<file path="src/design/grid_cell_neighbor_index_assert.svh">
// Assertion helpers shared by the fifo, front and back design files.
`ifndef GRID_CELL_NEIGHBOR_INDEX_ASSERT_SVH
`define GRID_CELL_NEIGHBOR_INDEX_ASSERT_SVH

`ifndef SYNTHESIS
// same-cycle implication
`define GCNI_ASSERT_NOW(lbl, ante, cons, msg) \
  lbl: assert property (@(posedge clk) disable iff (!rst_n) (ante) |-> (cons)) \
    else $error(msg);
// next-cycle implication
`define GCNI_ASSERT_NEXT(lbl, ante, cons, msg) \
  lbl: assert property (@(posedge clk) disable iff (!rst_n) (ante) |=> (cons)) \
    else $error(msg);
`else
`define GCNI_ASSERT_NOW(lbl, ante, cons, msg)
`define GCNI_ASSERT_NEXT(lbl, ante, cons, msg)
`endif

`endif

</file>
<file path="src/design/gcni_pkg.sv">
package gcni_pkg;

  localparam int IDX_W  = 20;
  localparam int CFG_W  = 11;
  localparam int POS_W  = 10;
  localparam int CNT_W  = 3;
  localparam int ST_W   = 2;
  localparam int ADDR_W = 3;
  localparam int DATA_W = 32;
  localparam int NB_W   = 4;

  localparam int CFG_MAX     = (1 << CFG_W) - 1;
  localparam int MAX_DIM_DEF = 1024;
  localparam int QDEPTH      = 2;

  typedef enum logic [ST_W-1:0] {
    ST_OK   = 2'd0,
    ST_NONE = 2'd1,
    ST_OOR  = 2'd2
  } status_t;

  typedef enum logic [0:0] {
    REG_COLS = 1'b0,
    REG_ROWS = 1'b1
  } reg_idx_t;

  // one divided query on its way from front to back
  typedef struct packed {
    logic [IDX_W-1:0] idx;
    logic [CFG_W-1:0] col;
    logic [CFG_W-1:0] row;
    logic             oor;
  } gcni_job_t;

  // zero reads as one, large values clip to sat
  function automatic logic [CFG_W-1:0] eff_dim(input logic [CFG_W-1:0] v,
                                               input logic [CFG_W-1:0] sat);
    logic [CFG_W-1:0] res;
    if (v == '0) begin
      res = CFG_W'(1);
    end else if (v > sat) begin
      res = sat;
    end else begin
      res = v;
    end
    return res;
  endfunction

endpackage

</file>
<file path="src/design/gcni_in_if.sv">
interface gcni_in_if import gcni_pkg::*; ();
  logic             valid;
  logic             ready;
  logic [IDX_W-1:0] cell_index;

  modport source (output valid, output cell_index, input ready);
  modport sink (input valid, input cell_index, output ready);
endinterface

</file>
<file path="src/design/gcni_out_if.sv">
interface gcni_out_if import gcni_pkg::*; ();
  logic             valid;
  logic             ready;
  logic [IDX_W-1:0] neighbor_index;
  logic [POS_W-1:0] cell_col;
  logic [POS_W-1:0] cell_row;
  logic [CNT_W-1:0] neighbor_count;
  logic [ST_W-1:0]  status;
  logic             last;

  modport source (output valid, output neighbor_index, output cell_col,
                  output cell_row, output neighbor_count, output status,
                  output last, input ready);
  modport sink (input valid, input neighbor_index, input cell_col,
                input cell_row, input neighbor_count, input status,
                input last, output ready);
endinterface

</file>
<file path="src/design/gcni_fifo.sv">
`include "grid_cell_neighbor_index_assert.svh"

module gcni_fifo import gcni_pkg::*; (
  input  logic      clk,
  input  logic      rst_n,
  input  logic      push,
  input  gcni_job_t din,
  output logic      full,
  input  logic      pop,
  output gcni_job_t dout,
  output logic      valid
);

  localparam int PW = (QDEPTH > 1) ? $clog2(QDEPTH) : 1;
  localparam int CW = $clog2(QDEPTH + 1);

  gcni_job_t         mem_r [QDEPTH];
  logic [PW-1:0]     wr_ptr_r, wr_ptr_nxt;
  logic [PW-1:0]     rd_ptr_r, rd_ptr_nxt;
  logic [CW-1:0]     count_r, count_nxt;

  assign full  = (count_r == CW'(QDEPTH));
  assign valid = (count_r != '0);
  assign dout  = mem_r[rd_ptr_r];

  always_comb begin
    wr_ptr_nxt = wr_ptr_r;
    rd_ptr_nxt = rd_ptr_r;
    count_nxt  = count_r;
    if (push) begin
      wr_ptr_nxt = (wr_ptr_r == PW'(QDEPTH - 1)) ? '0 : wr_ptr_r + PW'(1);
    end
    if (pop) begin
      rd_ptr_nxt = (rd_ptr_r == PW'(QDEPTH - 1)) ? '0 : rd_ptr_r + PW'(1);
    end
    if (push && !pop) begin
      count_nxt = count_r + CW'(1);
    end else if (pop && !push) begin
      count_nxt = count_r - CW'(1);
    end
  end

  always_ff @(posedge clk) begin
    if (!rst_n) begin
      wr_ptr_r <= '0;
      rd_ptr_r <= '0;
      count_r  <= '0;
    end else begin
      wr_ptr_r <= wr_ptr_nxt;
      rd_ptr_r <= rd_ptr_nxt;
      count_r  <= count_nxt;
    end
  end

  always_ff @(posedge clk) begin
    if (push) begin
      mem_r[wr_ptr_r] <= din;
    end
  end

  `GCNI_ASSERT_NOW(a_fifo_no_overflow, push, !full || pop, "queue overflow")
  `GCNI_ASSERT_NOW(a_fifo_no_underflow, pop, valid, "queue underflow")

endmodule

</file>
<file path="src/design/gcni_front.sv">
`include "grid_cell_neighbor_index_assert.svh"

module gcni_front import gcni_pkg::*; #(
  parameter int MAX_DIM = MAX_DIM_DEF
) (
  input  logic             clk,
  input  logic             rst_n,
  gcni_in_if.sink          in_ch,
  input  logic [CFG_W-1:0] eff_cols,
  input  logic [CFG_W-1:0] eff_rows,
  output gcni_job_t        job,
  output logic             job_push,
  input  logic             job_full
);

  // quotient (row) stays below MAX_DIM for in-range queries; 3 bits per cycle
  localparam int QW     = (MAX_DIM > 2) ? $clog2(MAX_DIM) : 1;
  localparam int QSTEPS = (QW + 2) / 3;
  localparam int QB     = 3 * QSTEPS;
  localparam int DVW    = CFG_W + QB - 1;
  localparam int CW     = (IDX_W > DVW) ? IDX_W : DVW;
  localparam int SCW    = (QSTEPS > 1) ? $clog2(QSTEPS) : 1;

  logic             busy_r, busy_nxt;
  logic [SCW-1:0]   step_r, step_nxt;
  logic [IDX_W-1:0] idx_r, idx_nxt;
  logic             oor_r, oor_nxt;
  logic [IDX_W-1:0] rem_r, rem_nxt;
  logic [QB-1:0]    quo_r, quo_nxt;
  logic [DVW-1:0]   div_r, div_nxt;

  logic [IDX_W-1:0]   rem_step;
  logic [QB-1:0]      quo_step;
  logic [2*CFG_W-1:0] cells;
  logic               last_step;
  logic               accept;

  assign last_step   = (step_r == SCW'(QSTEPS - 1));
  assign job_push    = busy_r && last_step && !job_full;
  assign in_ch.ready = !busy_r || job_push;
  assign accept      = in_ch.valid && in_ch.ready;
  assign cells       = (2*CFG_W)'(eff_cols) * (2*CFG_W)'(eff_rows);

  // three restoring steps of the shared divider
  always_comb begin
    logic [IDX_W-1:0] r;
    logic [QB-1:0]    q;
    logic [DVW-1:0]   d;
    r = rem_r;
    q = quo_r;
    for (int k = 0; k < 3; k++) begin
      d = div_r >> k;
      if (CW'(r) >= CW'(d)) begin
        r = r - IDX_W'(d);
        q = {q[QB-2:0], 1'b1};
      end else begin
        q = {q[QB-2:0], 1'b0};
      end
    end
    rem_step = r;
    quo_step = q;
  end

  always_comb begin
    busy_nxt = busy_r;
    step_nxt = step_r;
    idx_nxt  = idx_r;
    oor_nxt  = oor_r;
    rem_nxt  = rem_r;
    quo_nxt  = quo_r;
    div_nxt  = div_r;
    if (accept) begin
      busy_nxt = 1'b1;
      step_nxt = '0;
      idx_nxt  = in_ch.cell_index;
      oor_nxt  = ((2*CFG_W)'(in_ch.cell_index) >= cells);
      rem_nxt  = in_ch.cell_index;
      quo_nxt  = '0;
      div_nxt  = DVW'(eff_cols) << (QB - 1);
    end else if (job_push) begin
      busy_nxt = 1'b0;
    end else if (busy_r && !last_step) begin
      step_nxt = step_r + SCW'(1);
      rem_nxt  = rem_step;
      quo_nxt  = quo_step;
      div_nxt  = div_r >> 3;
    end
  end

  assign job.idx = idx_r;
  assign job.col = CFG_W'(rem_step);
  assign job.row = CFG_W'(quo_step);
  assign job.oor = oor_r;

  always_ff @(posedge clk) begin
    if (!rst_n) begin
      busy_r <= 1'b0;
      step_r <= '0;
    end else begin
      busy_r <= busy_nxt;
      step_r <= step_nxt;
    end
  end

  always_ff @(posedge clk) begin
    idx_r <= idx_nxt;
    oor_r <= oor_nxt;
    rem_r <= rem_nxt;
    quo_r <= quo_nxt;
    div_r <= div_nxt;
  end

  `GCNI_ASSERT_NEXT(a_front_accept_busy, accept, busy_r && step_r == '0,
                    "divider not started after accept")

endmodule

</file>
<file path="src/design/gcni_back.sv">
`include "grid_cell_neighbor_index_assert.svh"

module gcni_back import gcni_pkg::*; (
  input  logic             clk,
  input  logic             rst_n,
  input  logic [CFG_W-1:0] eff_cols,
  input  logic [CFG_W-1:0] eff_rows,
  input  gcni_job_t        job,
  input  logic             job_valid,
  output logic             job_pop,
  gcni_out_if.source       out_ch
);

  // neighbor mask bits in ascending index order
  localparam int NB_UP    = 0;
  localparam int NB_LEFT  = 1;
  localparam int NB_RIGHT = 2;
  localparam int NB_DOWN  = 3;

  logic             act_r, act_nxt;
  logic [IDX_W-1:0] cur_idx_r, cur_idx_nxt;
  logic [CFG_W-1:0] cur_col_r, cur_col_nxt;
  logic [CFG_W-1:0] cur_row_r, cur_row_nxt;
  logic [NB_W-1:0]  cur_mask_r, cur_mask_nxt;
  logic [CNT_W-1:0] cur_cnt_r, cur_cnt_nxt;
  logic             cur_oor_r, cur_oor_nxt;

  logic             ov_r, ov_nxt;
  logic [IDX_W-1:0] o_nb_r, o_nb_nxt;
  logic [POS_W-1:0] o_col_r, o_col_nxt;
  logic [POS_W-1:0] o_row_r, o_row_nxt;
  logic [CNT_W-1:0] o_cnt_r, o_cnt_nxt;
  status_t          o_st_r, o_st_nxt;
  logic             o_last_r, o_last_nxt;

  logic [NB_W-1:0]  load_mask;
  logic [NB_W-1:0]  mask_rest;
  logic [IDX_W-1:0] nb_sel;
  logic             out_take;
  logic             fire;
  logic             emit_last;

  always_comb begin
    load_mask = '0;
    if (!job.oor) begin
      load_mask[NB_UP]    = (job.row != '0);
      load_mask[NB_LEFT]  = (job.col != '0);
      load_mask[NB_RIGHT] = ({1'b0, job.col} + (CFG_W+1)'(1)) < {1'b0, eff_cols};
      load_mask[NB_DOWN]  = ({1'b0, job.row} + (CFG_W+1)'(1)) < {1'b0, eff_rows};
    end
  end

  assign mask_rest = cur_mask_r & (cur_mask_r - NB_W'(1));
  assign emit_last = (mask_rest == '0);
  assign out_take  = !ov_r || out_ch.ready;
  assign fire      = act_r && out_take;
  assign job_pop   = job_valid && (!act_r || (fire && emit_last));

  always_comb begin
    if (cur_mask_r[NB_UP]) begin
      nb_sel = cur_idx_r - IDX_W'(eff_cols);
    end else if (cur_mask_r[NB_LEFT]) begin
      nb_sel = cur_idx_r - IDX_W'(1);
    end else if (cur_mask_r[NB_RIGHT]) begin
      nb_sel = cur_idx_r + IDX_W'(1);
    end else begin
      nb_sel = cur_idx_r + IDX_W'(eff_cols);
    end
  end

  always_comb begin
    act_nxt      = act_r;
    cur_idx_nxt  = cur_idx_r;
    cur_col_nxt  = cur_col_r;
    cur_row_nxt  = cur_row_r;
    cur_mask_nxt = cur_mask_r;
    cur_cnt_nxt  = cur_cnt_r;
    cur_oor_nxt  = cur_oor_r;
    if (job_pop) begin
      act_nxt      = 1'b1;
      cur_idx_nxt  = job.idx;
      cur_col_nxt  = job.col;
      cur_row_nxt  = job.row;
      cur_mask_nxt = load_mask;
      cur_cnt_nxt  = CNT_W'(load_mask[NB_UP]) + CNT_W'(load_mask[NB_LEFT])
                   + CNT_W'(load_mask[NB_RIGHT]) + CNT_W'(load_mask[NB_DOWN]);
      cur_oor_nxt  = job.oor;
    end else if (fire && emit_last) begin
      act_nxt = 1'b0;
    end else if (fire) begin
      cur_mask_nxt = mask_rest;
    end
  end

  always_comb begin
    ov_nxt     = ov_r;
    o_nb_nxt   = o_nb_r;
    o_col_nxt  = o_col_r;
    o_row_nxt  = o_row_r;
    o_cnt_nxt  = o_cnt_r;
    o_st_nxt   = o_st_r;
    o_last_nxt = o_last_r;
    if (fire) begin
      ov_nxt     = 1'b1;
      o_last_nxt = emit_last;
      if (cur_oor_r) begin
        o_nb_nxt  = '0;
        o_col_nxt = '0;
        o_row_nxt = '0;
        o_cnt_nxt = '0;
        o_st_nxt  = ST_OOR;
      end else if (cur_mask_r == '0) begin
        o_nb_nxt  = '0;
        o_col_nxt = POS_W'(cur_col_r);
        o_row_nxt = POS_W'(cur_row_r);
        o_cnt_nxt = '0;
        o_st_nxt  = ST_NONE;
      end else begin
        o_nb_nxt  = nb_sel;
        o_col_nxt = POS_W'(cur_col_r);
        o_row_nxt = POS_W'(cur_row_r);
        o_cnt_nxt = cur_cnt_r;
        o_st_nxt  = ST_OK;
      end
    end else if (out_ch.ready) begin
      ov_nxt = 1'b0;
    end
  end

  assign out_ch.valid          = ov_r;
  assign out_ch.neighbor_index = o_nb_r;
  assign out_ch.cell_col       = o_col_r;
  assign out_ch.cell_row       = o_row_r;
  assign out_ch.neighbor_count = o_cnt_r;
  assign out_ch.status         = o_st_r;
  assign out_ch.last           = o_last_r;

  always_ff @(posedge clk) begin
    if (!rst_n) begin
      act_r <= 1'b0;
      ov_r  <= 1'b0;
    end else begin
      act_r <= act_nxt;
      ov_r  <= ov_nxt;
    end
  end

  always_ff @(posedge clk) begin
    cur_idx_r  <= cur_idx_nxt;
    cur_col_r  <= cur_col_nxt;
    cur_row_r  <= cur_row_nxt;
    cur_mask_r <= cur_mask_nxt;
    cur_cnt_r  <= cur_cnt_nxt;
    cur_oor_r  <= cur_oor_nxt;
    o_nb_r     <= o_nb_nxt;
    o_col_r    <= o_col_nxt;
    o_row_r    <= o_row_nxt;
    o_cnt_r    <= o_cnt_nxt;
    o_st_r     <= o_st_nxt;
    o_last_r   <= o_last_nxt;
  end

  `GCNI_ASSERT_NOW(a_back_err_last, ov_r && o_st_r != ST_OK, o_last_r,
                   "error or no-neighbor result not marked last")
  `GCNI_ASSERT_NOW(a_back_cnt_range, ov_r && o_st_r == ST_OK,
                   o_cnt_r != '0 && o_cnt_r <= CNT_W'(NB_W),
                   "neighbor count out of range")
  `GCNI_ASSERT_NEXT(a_back_pop_loads, job_pop, act_r, "popped query not loaded")

endmodule

</file>
<file path="src/design/grid_cell_neighbor_index.sv">
// Four-neighbor index generator for a row-major grid.
// in_ch carries one query transaction (cell_index). out_ch returns one
// transaction per edge-adjacent cell inside the grid, in ascending index order
// (above, left, right, below); last marks the final one of a query. An index
// at or past columns*rows returns a single error transaction, a 1x1 grid a
// single no-neighbor transaction.
// Grid size sits in two APB registers: columns at 0x0, rows at 0x4 (0 counts as
// 1, values above MAX_DIM clip). Write them only while no query is in flight.
// The front splits the index into row and column with a shared restoring
// divider, 3 quotient bits per cycle. A 2-entry queue feeds the back, which
// emits one result per cycle through an output register while out_ch.ready
// is high. The front can accept a new query in the cycle it hands the previous
// one to the queue. A query passes the divider, the queue, the back's query
// register and the output register before its first result.
// Reset (rst_n low at a clock edge) empties the pipe and sets both dimensions
// to 1. A stalled receiver holds the output register; the queue then fills
// and in_ch.ready drops until results drain.
module grid_cell_neighbor_index import gcni_pkg::*; #(
  parameter int MAX_DIM = MAX_DIM_DEF
) (
  input  logic              clk,
  input  logic              rst_n,
  gcni_in_if.sink           in_ch,
  gcni_out_if.source        out_ch,
  input  logic              psel,
  input  logic              penable,
  input  logic              pwrite,
  input  logic [ADDR_W-1:0] paddr,
  input  logic [DATA_W-1:0] pwdata,
  output logic [DATA_W-1:0] prdata,
  output logic              pready
);

  // clip value for the dimension registers
  localparam logic [CFG_W-1:0] DIM_SAT = CFG_W'((MAX_DIM > CFG_MAX) ? CFG_MAX : MAX_DIM);

  logic [CFG_W-1:0] cols_r, cols_nxt;
  logic [CFG_W-1:0] rows_r, rows_nxt;
  logic [CFG_W-1:0] eff_cols;
  logic [CFG_W-1:0] eff_rows;
  reg_idx_t         reg_sel;
  logic             cfg_wr;

  gcni_job_t        push_job;
  gcni_job_t        head_job;
  logic             job_push;
  logic             job_full;
  logic             job_pop;
  logic             job_valid;

  // register file: byte address 4*i selects register i
  assign reg_sel = reg_idx_t'(paddr[2]);
  assign pready  = 1'b1;
  assign cfg_wr  = psel && penable && pwrite && pready;

  always_comb begin
    cols_nxt = cols_r;
    rows_nxt = rows_r;
    if (cfg_wr) begin
      unique case (reg_sel)
        REG_COLS: cols_nxt = pwdata[CFG_W-1:0];
        REG_ROWS: rows_nxt = pwdata[CFG_W-1:0];
        default: ;
      endcase
    end
  end

  always_comb begin
    unique case (reg_sel)
      REG_COLS: prdata = DATA_W'(cols_r);
      REG_ROWS: prdata = DATA_W'(rows_r);
      default:  prdata = '0;
    endcase
  end

  always_ff @(posedge clk) begin
    if (!rst_n) begin
      cols_r <= CFG_W'(1);
      rows_r <= CFG_W'(1);
    end else begin
      cols_r <= cols_nxt;
      rows_r <= rows_nxt;
    end
  end

  assign eff_cols = eff_dim(cols_r, DIM_SAT);
  assign eff_rows = eff_dim(rows_r, DIM_SAT);

  // front: accept, range check, divide
  gcni_front #(
    .MAX_DIM(MAX_DIM)
  ) u_front (
    .clk      (clk),
    .rst_n    (rst_n),
    .in_ch    (in_ch),
    .eff_cols (eff_cols),
    .eff_rows (eff_rows),
    .job      (push_job),
    .job_push (job_push),
    .job_full (job_full)
  );

  // decoupling queue
  gcni_fifo u_fifo (
    .clk   (clk),
    .rst_n (rst_n),
    .push  (job_push),
    .din   (push_job),
    .full  (job_full),
    .pop   (job_pop),
    .dout  (head_job),
    .valid (job_valid)
  );

  // back: neighbor selection and result register
  gcni_back u_back (
    .clk       (clk),
    .rst_n     (rst_n),
    .eff_cols  (eff_cols),
    .eff_rows  (eff_rows),
    .job       (head_job),
    .job_valid (job_valid),
    .job_pop   (job_pop),
    .out_ch    (out_ch)
  );

endmodule
</file>
<file path="src/flat_wrapper.sv">
// flat-port wrapper written by rule: the top's interface ports become plain ports
module grid_cell_neighbor_index_flat import gcni_pkg::*;
#(
  parameter int MAX_DIM = MAX_DIM_DEF
)
  (clk, rst_n, psel, penable, pwrite, paddr, pwdata, prdata, pready, in_ch_valid, in_ch_cell_index, in_ch_ready, out_ch_valid, out_ch_neighbor_index, out_ch_cell_col, out_ch_cell_row, out_ch_neighbor_count, out_ch_status, out_ch_last, out_ch_ready);
  gcni_in_if in_ch_i ();
  gcni_out_if out_ch_i ();
  input  logic clk;
  input  logic rst_n;
  input  logic psel;
  input  logic penable;
  input  logic pwrite;
  input  logic [ADDR_W-1:0] paddr;
  input  logic [DATA_W-1:0] pwdata;
  output logic [DATA_W-1:0] prdata;
  output logic pready;
  input wire logic [$bits(in_ch_i.valid)-1:0] in_ch_valid;
  input wire logic [$bits(in_ch_i.cell_index)-1:0] in_ch_cell_index;
  output wire logic [$bits(in_ch_i.ready)-1:0] in_ch_ready;
  output wire logic [$bits(out_ch_i.valid)-1:0] out_ch_valid;
  output wire logic [$bits(out_ch_i.neighbor_index)-1:0] out_ch_neighbor_index;
  output wire logic [$bits(out_ch_i.cell_col)-1:0] out_ch_cell_col;
  output wire logic [$bits(out_ch_i.cell_row)-1:0] out_ch_cell_row;
  output wire logic [$bits(out_ch_i.neighbor_count)-1:0] out_ch_neighbor_count;
  output wire logic [$bits(out_ch_i.status)-1:0] out_ch_status;
  output wire logic [$bits(out_ch_i.last)-1:0] out_ch_last;
  input wire logic [$bits(out_ch_i.ready)-1:0] out_ch_ready;
  assign in_ch_i.valid = in_ch_valid;
  assign in_ch_i.cell_index = in_ch_cell_index;
  assign in_ch_ready = in_ch_i.ready;
  assign out_ch_valid = out_ch_i.valid;
  assign out_ch_neighbor_index = out_ch_i.neighbor_index;
  assign out_ch_cell_col = out_ch_i.cell_col;
  assign out_ch_cell_row = out_ch_i.cell_row;
  assign out_ch_neighbor_count = out_ch_i.neighbor_count;
  assign out_ch_status = out_ch_i.status;
  assign out_ch_last = out_ch_i.last;
  assign out_ch_i.ready = out_ch_ready;
  grid_cell_neighbor_index #(.MAX_DIM(MAX_DIM)) u_core (.clk(clk), .rst_n(rst_n), .in_ch(in_ch_i), .out_ch(out_ch_i), .psel(psel), .penable(penable), .pwrite(pwrite), .paddr(paddr), .pwdata(pwdata), .prdata(prdata), .pready(pready));
endmodule
</file>
<file path="config.mk">
export PLATFORM = sky130hd
export DESIGN_NAME = grid_cell_neighbor_index_flat
export DESIGN_NICKNAME = d
export VERILOG_FILES = /design/src/design/gcni_pkg.sv /design/src/design/gcni_in_if.sv /design/src/design/gcni_out_if.sv /design/src/design/gcni_fifo.sv /design/src/design/gcni_front.sv /design/src/design/gcni_back.sv /design/src/design/grid_cell_neighbor_index.sv /design/src/flat_wrapper.sv
export VERILOG_INCLUDE_DIRS = /design/src /design/src/design
export SDC_FILE = /design/constraint.sdc
export NUM_CORES = 1
export LEC_CHECK = 0
export BUFFER_PORTS_ARGS = -buffer_cell sky130_fd_sc_hd__clkbuf_2
export CAP_MARGIN = 20
export CORE_MARGIN = 2
export CORE_UTILIZATION = 40
export CTS_CLUSTER_SIZE = 28
export DETAILED_ROUTE_END_ITERATION = 10
export PLACE_DENSITY_LB_ADDON = 0.15
export RECOVER_POWER = 25
export SLEW_MARGIN = 15
export SYNTH_ARGS = -nofsm -noshare
export SYNTH_HDL_FRONTEND = slang
export SYNTH_SLANG_ARGS = --single-unit
</file>
<file path="constraint.sdc">
create_clock -name clk -period 15.38 [get_ports clk]
set_input_delay 1.538 -clock clk [delete_from_list [all_inputs] [get_ports clk]]
set_output_delay 1.538 -clock clk [all_outputs]
set_load 0.1 [all_outputs]
</file>
# == Yosys cells after proc, flatten, opt, wreduce, memory -nomap -nowiden ==
# Memories as Yosys holds them, arrays and structs flattened. A register that Yosys moved wholly into a read port is not among the register bits.
# Index checks and enable logic that the tools add are counted.
# op_classes
bitwise_logic,4
n_addsub,18
n_div,0
n_mux,39
eq_ne,4
reduce_logical,41
order_cmp,8
shifts,0
multipliers,1
# op_table
cell,n
two-way mux 20 bit,9
two-way mux 22 bit,3
case mux 32 bit (2 select lines),1
subtractor 20 bit,3
greater-or-equal comparator 20 x 22 -> 1 bit,2
two-way mux 11 bit,4
"adder 11 x 1 -> 12 bit, second input constant",2
< comparator 12 x 11 -> 1 bit,2
"greater-than comparator 11 bit, second input constant",2
zero test 11 bit,2
multiplier 11 x 11 -> 22 bit,1
nonzero test 11 bit,2
greater-or-equal comparator 20 x 21 -> 1 bit,1
"adder 20 x 1 -> 20 bit, second input constant",1
adder 20 x 11 -> 20 bit,1
greater-or-equal comparator 20 bit,1
"subtractor 20 x 1 -> 20 bit, second input constant",1
subtractor 20 x 11 -> 20 bit,1
two-way mux 1 bit,16
two-way mux 4 bit,4
nonzero test 2 bit,7
logical AND 1 bit,11
AND reduction 2 bit,5
zero test 4 bit,2
15 further kinds,31
# totals
mem_bits_ro,0
mem_bits_rw,86
latch_bits,0
out_inout_bits,81
input_bits,62
reg_bits,196
mem_count,1
wordCells,143
# mem_list
memory,words,width,rd,rd_ports_with_merged_regs,wr,line_no,source
u_core.u_fifo.mem_r,2,43,1,1,1,gcni_fifo.sv:17,gcni_job_t mem_r [QDEPTH];

# == Depth between registers and ports, before layout ==
# Gate-level depths: netlist of run 1.
# logic_depth
ltp_word,9
mapped_depth,37
mapped_depth_nobuf,32

# == By module ==
# A second synthesis of run 1 with hierarchy kept.
# hier_totals
hier_cells,2073
hier_area_um2,21315.4
# modules_own_cells
mod,seq_area_each_um2,n_inst,area_per_inst_um2,cells_per_inst
gcni_front,2001.9,1,10948.0,1238
gcni_back,2862.7,1,5693.0,526
gcni_fifo,2682.6,1,3323.2,156
grid_cell_neighbor_index,440.4,1,1351.3,153

# == Worst setup path before layout of run 1 ==
# OpenSTA, ideal clock, no wires.
# synth_timing
path_kind,flip-flop to flip-flop
from,register u_core.u_front.rem_r[0]
to,register u_core.u_front.rem_r[4] (data pin)
required_ps,15120
path_buffers,3
synth_period_minus_slack_ps,7605
path_stages_with_launch,34
arrival_ps,7345
setup_slack_ps,7775
setup_ps,260
path_cell_list,edfxtp_1 -> inv_1 -> ha_1 -> inv_1 -> fa_1 -> a211oi_1 -> o21bai_1 -> o211ai_1 -> a31oi_1 -> o21ai_1 -> buf_4 -> mux2i_1 -> inv_1 -> ha_1 -> nor2b_1 -> o31a_1 -> o31a_1 -> o41ai_4 -> a211o_4 -> clkbuf_1 -> mux2_2 -> ha_1 -> inv_1 -> fa_1 -> a21o_1 -> a221oi_2 -> a21oi_2 -> a221oi_4 -> a21oi_2 -> o221ai_4 -> inv_2 -> buf_4 -> mux2_4 -> mux2_2
# synth_lines
item,line_no,source
"start, declared",gcni_front.sv:28,"logic [IDX_W-1:0] rem_r, rem_nxt;"
"start signal, assigned",gcni_front.sv:108,rem_r <= rem_nxt;

# == Worst setup path in the final report of run 1 ==
# layout_timing
from,register u_core.u_front.rem_r[0]
to,register u_core.u_front.rem_r[13] (data pin)
# layout_via
elab_chain_len,9
word_cells_on_any_way,12
cone_classes,3 x add/sub; 3 x order compare; 6 x mux
# layout_lines
item,line_no,source
subtractor 20 bit / greater-or-equal comparator 20 x 22 -> 1 bit (equally long branches),"gcni_front.sv:54, gcni_front.sv:53",
two-way mux 20 bit (*),gcni_front.sv:53,if (CW'(r) >= CW'(d)) begin
subtractor 20 bit / greater-or-equal comparator 20 x 21 -> 1 bit (equally long branches),"gcni_front.sv:54, gcni_front.sv:53",
two-way mux 20 bit (*),gcni_front.sv:53,
subtractor 20 bit / greater-or-equal comparator 20 bit (equally long branches),"gcni_front.sv:54, gcni_front.sv:53",
two-way mux 20 bit (*),gcni_front.sv:53,
two-way mux 20 bit (*),gcni_front.sv:82,end else if (busy_r && !last_step) begin
two-way mux 20 bit (*),gcni_front.sv:80,end else if (job_push) begin
two-way mux 20 bit (*),gcni_front.sv:72,if (accept) begin
named net u_core.u_front.rem_nxt[13],gcni_front.sv:28,
# The timed path passes the listed nets; every way through them passes the cells marked *. The select of a mux whose other input is x is not followed.
# A chain may end at the register's enable or synchronous reset.

==> results of run 1 <==
sequential cells by signal, indices dropped and copies added, names as in the netlist, 10 cells and up, named ones only:
| signal | cells |
|---|---|
| u_core.cols_r | 11 |
| u_core.rows_r | 11 |
| u_core.u_back.cur_col_r | 10 |
| u_core.u_back.cur_idx_r | 20 |
| u_core.u_back.cur_row_r | 10 |
| u_core.u_back.out_ch.cell_col | 10 |
| u_core.u_back.out_ch.cell_row | 10 |
| u_core.u_back.out_ch.neighbor_index | 20 |
| u_core.u_fifo.mem_r | 86 |
| u_core.u_front.div_r | 22 |
| u_core.u_front.idx_r | 20 |
| u_core.u_front.rem_r | 20 |
Yosys cell counts, types with 12 or more instances:
cell / instances
a211oi_1: 14
a21boi_0: 28
a21o_1: 43
a21oi_1: 87
a31oi_1: 12
and2_1: 16
buf_4: 26
clkbuf_1: 51
dfxtp_1: 51
edfxtp_1: 232
fa_1: 85
ha_1: 188
inv_1: 182
mux2_2: 68
mux2i_1: 23
nand2_1: 199
nand3_1: 35
nand4_1: 17
nor2_1: 179
nor2b_1: 55
nor3_1: 41
o21a_1: 18
o21ai_0: 84
o31ai_1: 16
xnor2_1: 67
xor2_1: 29
final cells by class:
type	instances	area share [%]
Timing Repair Buffer	108	2.43
Clock inverter	15	0.614
Inverter	193	3.20
Tap cell	672	3.72
Multi-Input combinational cell	1479	50.5
Clock buffer	46	4.19
Sequential cell	283	35.3
critical path: cells and delay by family, from the launching register on:
kind	cells	cell delay, ns
DFF	1	0.43
AOI/OAI and AO/OA	16	4.92
muxes	2	0.74
and+or+nand+nor	2	0.70
adders and majority gates	4	1.26
buffers and inverters	6	1.25
layer usage:
| metal | vias to the layer above | share of wire, % |
|---|---|---|
| met5 | - | 0 |
| met4 | 0 | 3.4 |
| met3 | 96 | 5.9 |
| met2 | 389 | 45 |
| met1 | 7140 | 45 |
| li1 | 7232 | - |
stage by stage:
step / power, mW / hold WS [ns] / area, sq um / setup WS (ns) / std cells
3_5_place_dp: 4.96 / 0.431 / 21600 / 5.92 / 2734
4_1_cts: 5.78 / 0.430 / 22600 / 5.89 / 2795
2_1_floorplan: 4.18 / 0.421 / 20600 / 7.78 / 2041
5_1_grt: 6.20 / 0.433 / 22600 / 5.33 / 2796
3_3_place_gp: 4.91 / 0.427 / 21600 / 6.00 / 2734
6_report: 5.77 / 0.431 / 22600 / 5.90 / 2796
how the worst max path moves through the flow:
stage / depth (start not counted) / from / end / slack (ns)
final: 30 / u_core.u_front.rem_r[0] / u_core.u_front.rem_r[13] / 5.90
after global routing: 30 / u_core.u_front.rem_r[0] / u_core.u_front.rem_r[10] / 5.33
after CTS: 30 / u_core.u_front.rem_r[0] / u_core.u_front.rem_r[13] / 5.89
after detailed placement: 30 / u_core.u_front.rem_r[0] / u_core.u_front.rem_r[13] / 5.92
after global placement: 30 / u_core.u_front.rem_r[0] / u_core.u_front.rem_r[9] / 6.00
after floorplan: 33 / u_core.u_front.rem_r[0] / u_core.u_front.rem_r[4] / 7.78
layout by cell type, fill, tap and decap left out, types with 11 or more instances in the layout:
cell type / netlist / final
edfxtp_1: 232 / 232
nand2_1: 199 / 198
ha_1: 188 / 188
inv_1: 182 / 180
nor2_1: 179 / 178
a21oi_1: 87 / 87
fa_1: 85 / 85
o21ai_0: 84 / 84
clkbuf_2: 0 / 76
xnor2_1: 67 / 67
nor2b_1: 55 / 55
mux2_2: 68 / 51
dfxtp_1: 51 / 50
a21o_1: 43 / 43
nor3_1: 41 / 41
nand3_1: 35 / 35
clkbuf_16: 0 / 35
clkbuf_1: 51 / 30
xor2_1: 29 / 29
a21boi_0: 28 / 28
mux2i_1: 23 / 23
conb_1: 2 / 22
o21a_1: 18 / 18
nand4_1: 17 / 17
mux2_1: 0 / 17
o31ai_1: 16 / 16
and2_1: 16 / 15
a211oi_1: 14 / 14
clkinv_1: 8 / 12
a31oi_1: 12 / 12
or3_1: 11 / 11
and3_1: 11 / 11
o22ai_1: 11 / 11
cells by family (layout without fill, tap and decap cells):
kind of cell	after synthesis	count (layout)	share of synthesized area (%)
AND/OR/NAND/NOR	610	610	13.7
AO/OA/AOI/OAI	381	381	12.5
flip-flops	283	283	39.0
buffers and inverters	279	362	5.64
adder cells (fa/ha/maj)	274	274	19.8
XOR/XNOR	96	96	4.10
multiplexers	96	96	5.23
other	2	22	0.0366
power by group through the flow:
| stage | Combinational [mW] | Sequential [mW] | Clock [mW] |
|---|---|---|---|
| final | 3.69 | 1.29 | 0.791 |
| after global routing | 4.04 | 1.31 | 0.843 |
| after CTS | 3.68 | 1.29 | 0.810 |
| after detailed placement | 3.65 | 1.31 | 0 |
| after global placement | 3.61 | 1.31 | 0 |
| after floorplan | 2.61 | 1.57 | 0 |
==> flow_metrics.tcl, run 1 <==
set metrics [dict create \
    gp_congestion 0.887 \
    synth_top_area_share_pct 34.0 \
    syn_inst 2021 \
    grt_usage_pct 20.7 \
    min_from "u_core.u_front.idx_r[5]" \
    syn_area_sq_um 20500 \
    worst_path_largest_cell_delay_ns 0.59 \
    cts_tree "done" \
    htreeDepth 2 \
    synth_top_cell_by_area "edfxtp_1" \
    yosysSeqAreaShare_pct 39.0 \
    clk_latency_ns 0.53 \
    min_to "u_core.u_fifo.mem_r[0][28]" \
    pwr-share-clk_pct 13.7 \
    final_max_slew_viol_count 78 \
    max_cap_viol_count 2 \
    drc_errors 0 \
    wirelength_mm 54.6 \
    fmax_mhz 106 \
    worst_slew_pin_slew_ns 2.77 \
    post-route-period-util_pct 61.6 \
    violations "max-capacitance violations, max-slew violations" \
    required_ns 15.77 \
    p_sw_mw 2.71 \
    cts-buffers-inserted 35 \
    grtUsageMet2_pct 33.2 \
    post-route-util_pct 44.9 \
    cts.sinks 283 \
    ant_nets 0 \
    hold_violations 0 \
    firstDrtPassIters 5 \
    start_util_pct 40.7 \
    placeableCoreArea_sq_um 50400 \
    switching_share_pct 46.9 \
    maxSlewHeadroom_pct -84.8 \
    die-area_sq_um 53100 \
    synth_edf_count 232 \
    dp_hpwl_mm 41.0 \
    grt_setup_unrepaired "no" \
    crit_path_start_kind "register" \
    antenna_found_initial 0 \
    use_met3_pct 3.71 \
    r2r_slack_ns 5.90 \
    wl_per_cell_um 19.5 \
    crit_fanout 30 \
    n_fill_cell 4818 \
    ioPinCount 143 \
    vias_per_cell 5.31 \
    drt_first_iter_violations 948 \
    overflow 0 \
    cts-root-buf "clkbuf_16" \
    critPathKind "reg2reg" \
    critPathCaptureType "register" \
    cp.arrival_ns 9.86 \
    cts_hold_buf 0 \
    grt_first_pass_wirelength_mm 85.0 \
    powerDensity_nw_per_um2 255 \
    die_y_um 230 \
    synth_warnings 0 \
    period_minus_slack_ns 9.48 \
    syn_area_per_cell_sq_um 10.1 \
    grt_max_degree 49 \
    pwr-share-comb_pct 63.9 \
    num_vias 14900 \
    multi_input_area_sq_um 11400 \
    peakVddDrop_mv 0.157 \
    finalSetupViolations 0 \
    p_seq_share_pct 22.4 \
    n_antenna_cell 0 \
    hold_path.class "reg2reg" \
    reg2reg_to "u_core.u_front.rem_r[13]" \
    fin_nets 2435 \
    rows 82 \
    power_leakage_nw 9.29 \
    setup_tns_ns 0 \
    reg2regPathDepth 30 \
    port_buffers 97 \
    synth_seq_cells 283 \
    ys_types 77 \
    async_reset_ff_share_pct 0 \
    synth_area_leaders "edfxtp_1 34%, ha_1 11%, fa_1 8.3%" \
    gr-usage-met1_pct 28.2 \
    skew_ns 0.0134 \
    slowest_stage "o221ai_4" \
    synthToLayoutAreaGrowth_pct 10.4 \
    post_cts_resized 0 \
    status "complete, but fails checks" \
    cts.path.max_buffers 3 \
    post_cts_buffers 0 \
    p_int_mw 3.06 \
    grt-busiest-layer "met2" \
    die_x_um 230 \
    synth_flop_cell "edfxtp_1" \
    grt_pass1_vias 14800 \
    holdPathStages 0 \
    r2r-start "u_core.u_front.rem_r[0]" \
    path_clk_slew_ns 0.06 \
    drive_above_1_share_pct 10.3 \
    ff_latch_area_sq_um 7990 \
]
(Power assumes the default switching activity.)
==> run 2: changes to the inputs <==
Settings changed: ABC_AREA from default to 1.
Clock period 15.38 ns to 8.3 ns, I/O delays scaled along.
==> flow_metrics.tcl, run 2 <==
set metrics [dict create \
    status "complete, but fails checks" \
    violations "max-capacitance violations, max-slew violations" \
    cts.path.max_buffers 3 \
    critPathCaptureType "register" \
    firstDrtPassIters 5 \
    wirelength_mm 66.1 \
    synthToLayoutAreaGrowth_pct 10.6 \
    grt_pass1_vias 17700 \
    ioPinCount 143 \
    port_buffers 97 \
    hold_violations 0 \
    final_max_slew_viol_count 94 \
    synth_warnings 0 \
    drive_above_1_share_pct 10.3 \
    wl_per_cell_um 18.3 \
    start_util_pct 40.6 \
    maxSlewHeadroom_pct -62.8 \
    cts-root-buf "clkbuf_16" \
    die-area_sq_um 57900 \
    synth_edf_count 232 \
    drc_errors 0 \
    gp_congestion 0.933 \
    grt_usage_pct 23.1 \
    grt_first_pass_wirelength_mm 102 \
    r2r-start "u_core.u_front.div_r[16]" \
    reg2regPathDepth 37 \
    slowest_stage "fa_1" \
    period_minus_slack_ns 7.08 \
    synth_flop_cell "edfxtp_1" \
    cts-buffers-inserted 34 \
    crit_fanout 19 \
    grtUsageMet2_pct 37.6 \
    yosysSeqAreaShare_pct 35.7 \
    r2r_slack_ns 1.22 \
    die_x_um 241 \
    drt_first_iter_violations 1250 \
    cp.arrival_ns 7.48 \
    reg_top3 "u_core.u_fifo.mem_r (86), u_core.u_front.div_r (22)" \
    min_from "u_core.u_front.quo_r[2]" \
    min_to "u_core.u_fifo.mem_r[0][6]" \
    cts_hold_buf 0 \
    critPathKind "reg2reg" \
    hold_path.class "reg2reg" \
    holdPathStages 0 \
    die_y_um 241 \
    post_cts_buffers 0 \
    synth_top_cell_by_area "edfxtp_1" \
    async_reset_ff_share_pct 0 \
    worst_path_most_repeated_cell "nand2_1" \
    gr-usage-met1_pct 32.3 \
    grt_max_degree 52 \
    use_met3_pct 3.09 \
    final_cell_mix "686 x nand2_1, 393 x inv_1, 253 x nor2_1" \
    finalSetupViolations 0 \
    ant_nets 0 \
    post-route-period-util_pct 85.3 \
    setup_tns_ns 0 \
    path_clk_slew_ns 0.06 \
    fmax_mhz 141 \
    layout_commonest_cell "nand2_1" \
    syn_area_per_cell_sq_um 8.19 \
    rows 86 \
    grt-busiest-layer "met2" \
    required_ns 8.71 \
    vias_per_cell 5.09 \
    fin_nets 3171 \
    worst_path_largest_cell_delay_ns 0.47 \
    clk_latency_ns 0.56 \
    skew_ns 0.0265 \
    synth_seq_cells 283 \
    crit_path_start_kind "register" \
    synth.top_cells.by_count "687 x nand2_1, 393 x inv_1, 256 x nor2_1" \
    cts.sinks 283 \
    antenna_found_initial 0 \
    max_cap_viol_count 2 \
    regMostFlops "u_core.u_fifo.mem_r" \
    htreeDepth 2 \
    post_cts_resized 0 \
    worst_slew_pin_slew_ns 2.44 \
    synth_area_leaders "edfxtp_1 31%, nand2_1 12%, ha_1 11%" \
    grt_setup_unrepaired "no" \
    dp_hpwl_mm 52.1 \
    cts_tree "done" \
    largest_register_ffs 86 \
    synth_most_common_cell "nand2_1" \
    n_antenna_cell 0 \
    syn_area_sq_um 22400 \
    placeableCoreArea_sq_um 55200 \
    ys_types 62 \
    overflow 0 \
    reg2reg_to "u_core.u_front.rem_r[16]" \
    synth_top_area_share_pct 31.1 \
    num_vias 18400 \
    syn_inst 2735 \
]
run 2: cell types whose count changed after synthesis, sizes merged, moves of 23 or more:
cell,previous run,this run
a21boi,28,4
a21o,43,7
a21oi,89,138
clkbuf,51,22
inv,185,413
mux2,73,0
mux2i,23,0
nand2,199,732
nand3,35,156
nor2,180,289
nor2b,55,0
xnor2,67,38
run 2: stage by stage:
| stage | worst slack, ns | std cells | util [%] | hold WS (ns) | cell area [sq um] |
|---|---|---|---|---|---|
| 2_1_floorplan | 2.11 | 2755 | - | 0.421 | 22500 |
| 3_3_place_gp | 1.38 | 3547 | 42.7 | 0.430 | 23600 |
| 3_5_place_dp | 1.28 | 3548 | 42.8 | 0.441 | 23600 |
| 4_1_cts | 1.27 | 3610 | 45.0 | 0.436 | 24800 |
| 5_1_grt | 0.702 | 3610 | 44.9 | 0.449 | 24800 |
| 6_report | 1.22 | 3610 | 44.9 | 0.442 | 24800 |
run 2: worst max-delay path: cells and delay by family (launching register included):
kind	cells	cell delay [ns]
and+or+nand+nor	22	2.73
buffers and inverters	7	1.30
adders and majority gates	4	1.29
AOI/OAI and AO/OA	4	1.21
DFF	1	0.36
run 2: kinds of logic (layout without fill, tap and decap cells):
group | after synthesis | after routing | share of synthesized area, %
other | 2 | 22 | 0.0335
adders and majority gates | 273 | 273 | 18.1
buffers and inverters | 487 | 594 | 9.19
xor gates and xnor gates | 74 | 74 | 2.89
DFF | 283 | 283 | 35.7
and+or+nand+nor | 1305 | 1305 | 26.3
AOI/OAI and AO/OA | 311 | 311 | 7.79
run 2: worst max path at each step:
stage | endpoint | from | slack, ns
2_1_floorplan | u_core.u_front.oor_r | u_core.cols_r[2] | 2.11
3_3_place_gp | u_core.u_front.rem_r[16] | u_core.u_front.div_r[17] | 1.38
3_5_place_dp | u_core.u_front.rem_r[16] | u_core.u_front.div_r[17] | 1.28
4_1_cts | u_core.u_front.rem_r[16] | u_core.u_front.div_r[17] | 1.27
5_1_grt | u_core.u_front.rem_r[16] | u_core.u_front.div_r[17] | 0.70
6_report | u_core.u_front.rem_r[16] | u_core.u_front.div_r[16] | 1.22
run 2: routing by layer:
metal / vias up / share of wire [%]
met5: - / 0
met3: 91 / 5.3
li1: 9059 / -
met2: 479 / 46
met1: 8756 / 46
met4: 0 / 2.6
run 2: cell type report:
cell class,count,area (sq um)
flip-flops and latches,283,7990
fillers,5561,30400
inverters,415,1570
repair buffers,117,613
clock inverters,24,317
clock buffers,38,897
multi-input cells,1985,12400
well taps,748,936
Power of run 2 is left out: the tool's default activity adds up to more than one toggle a clock period on the data nets, which glitch-free logic cannot reach.
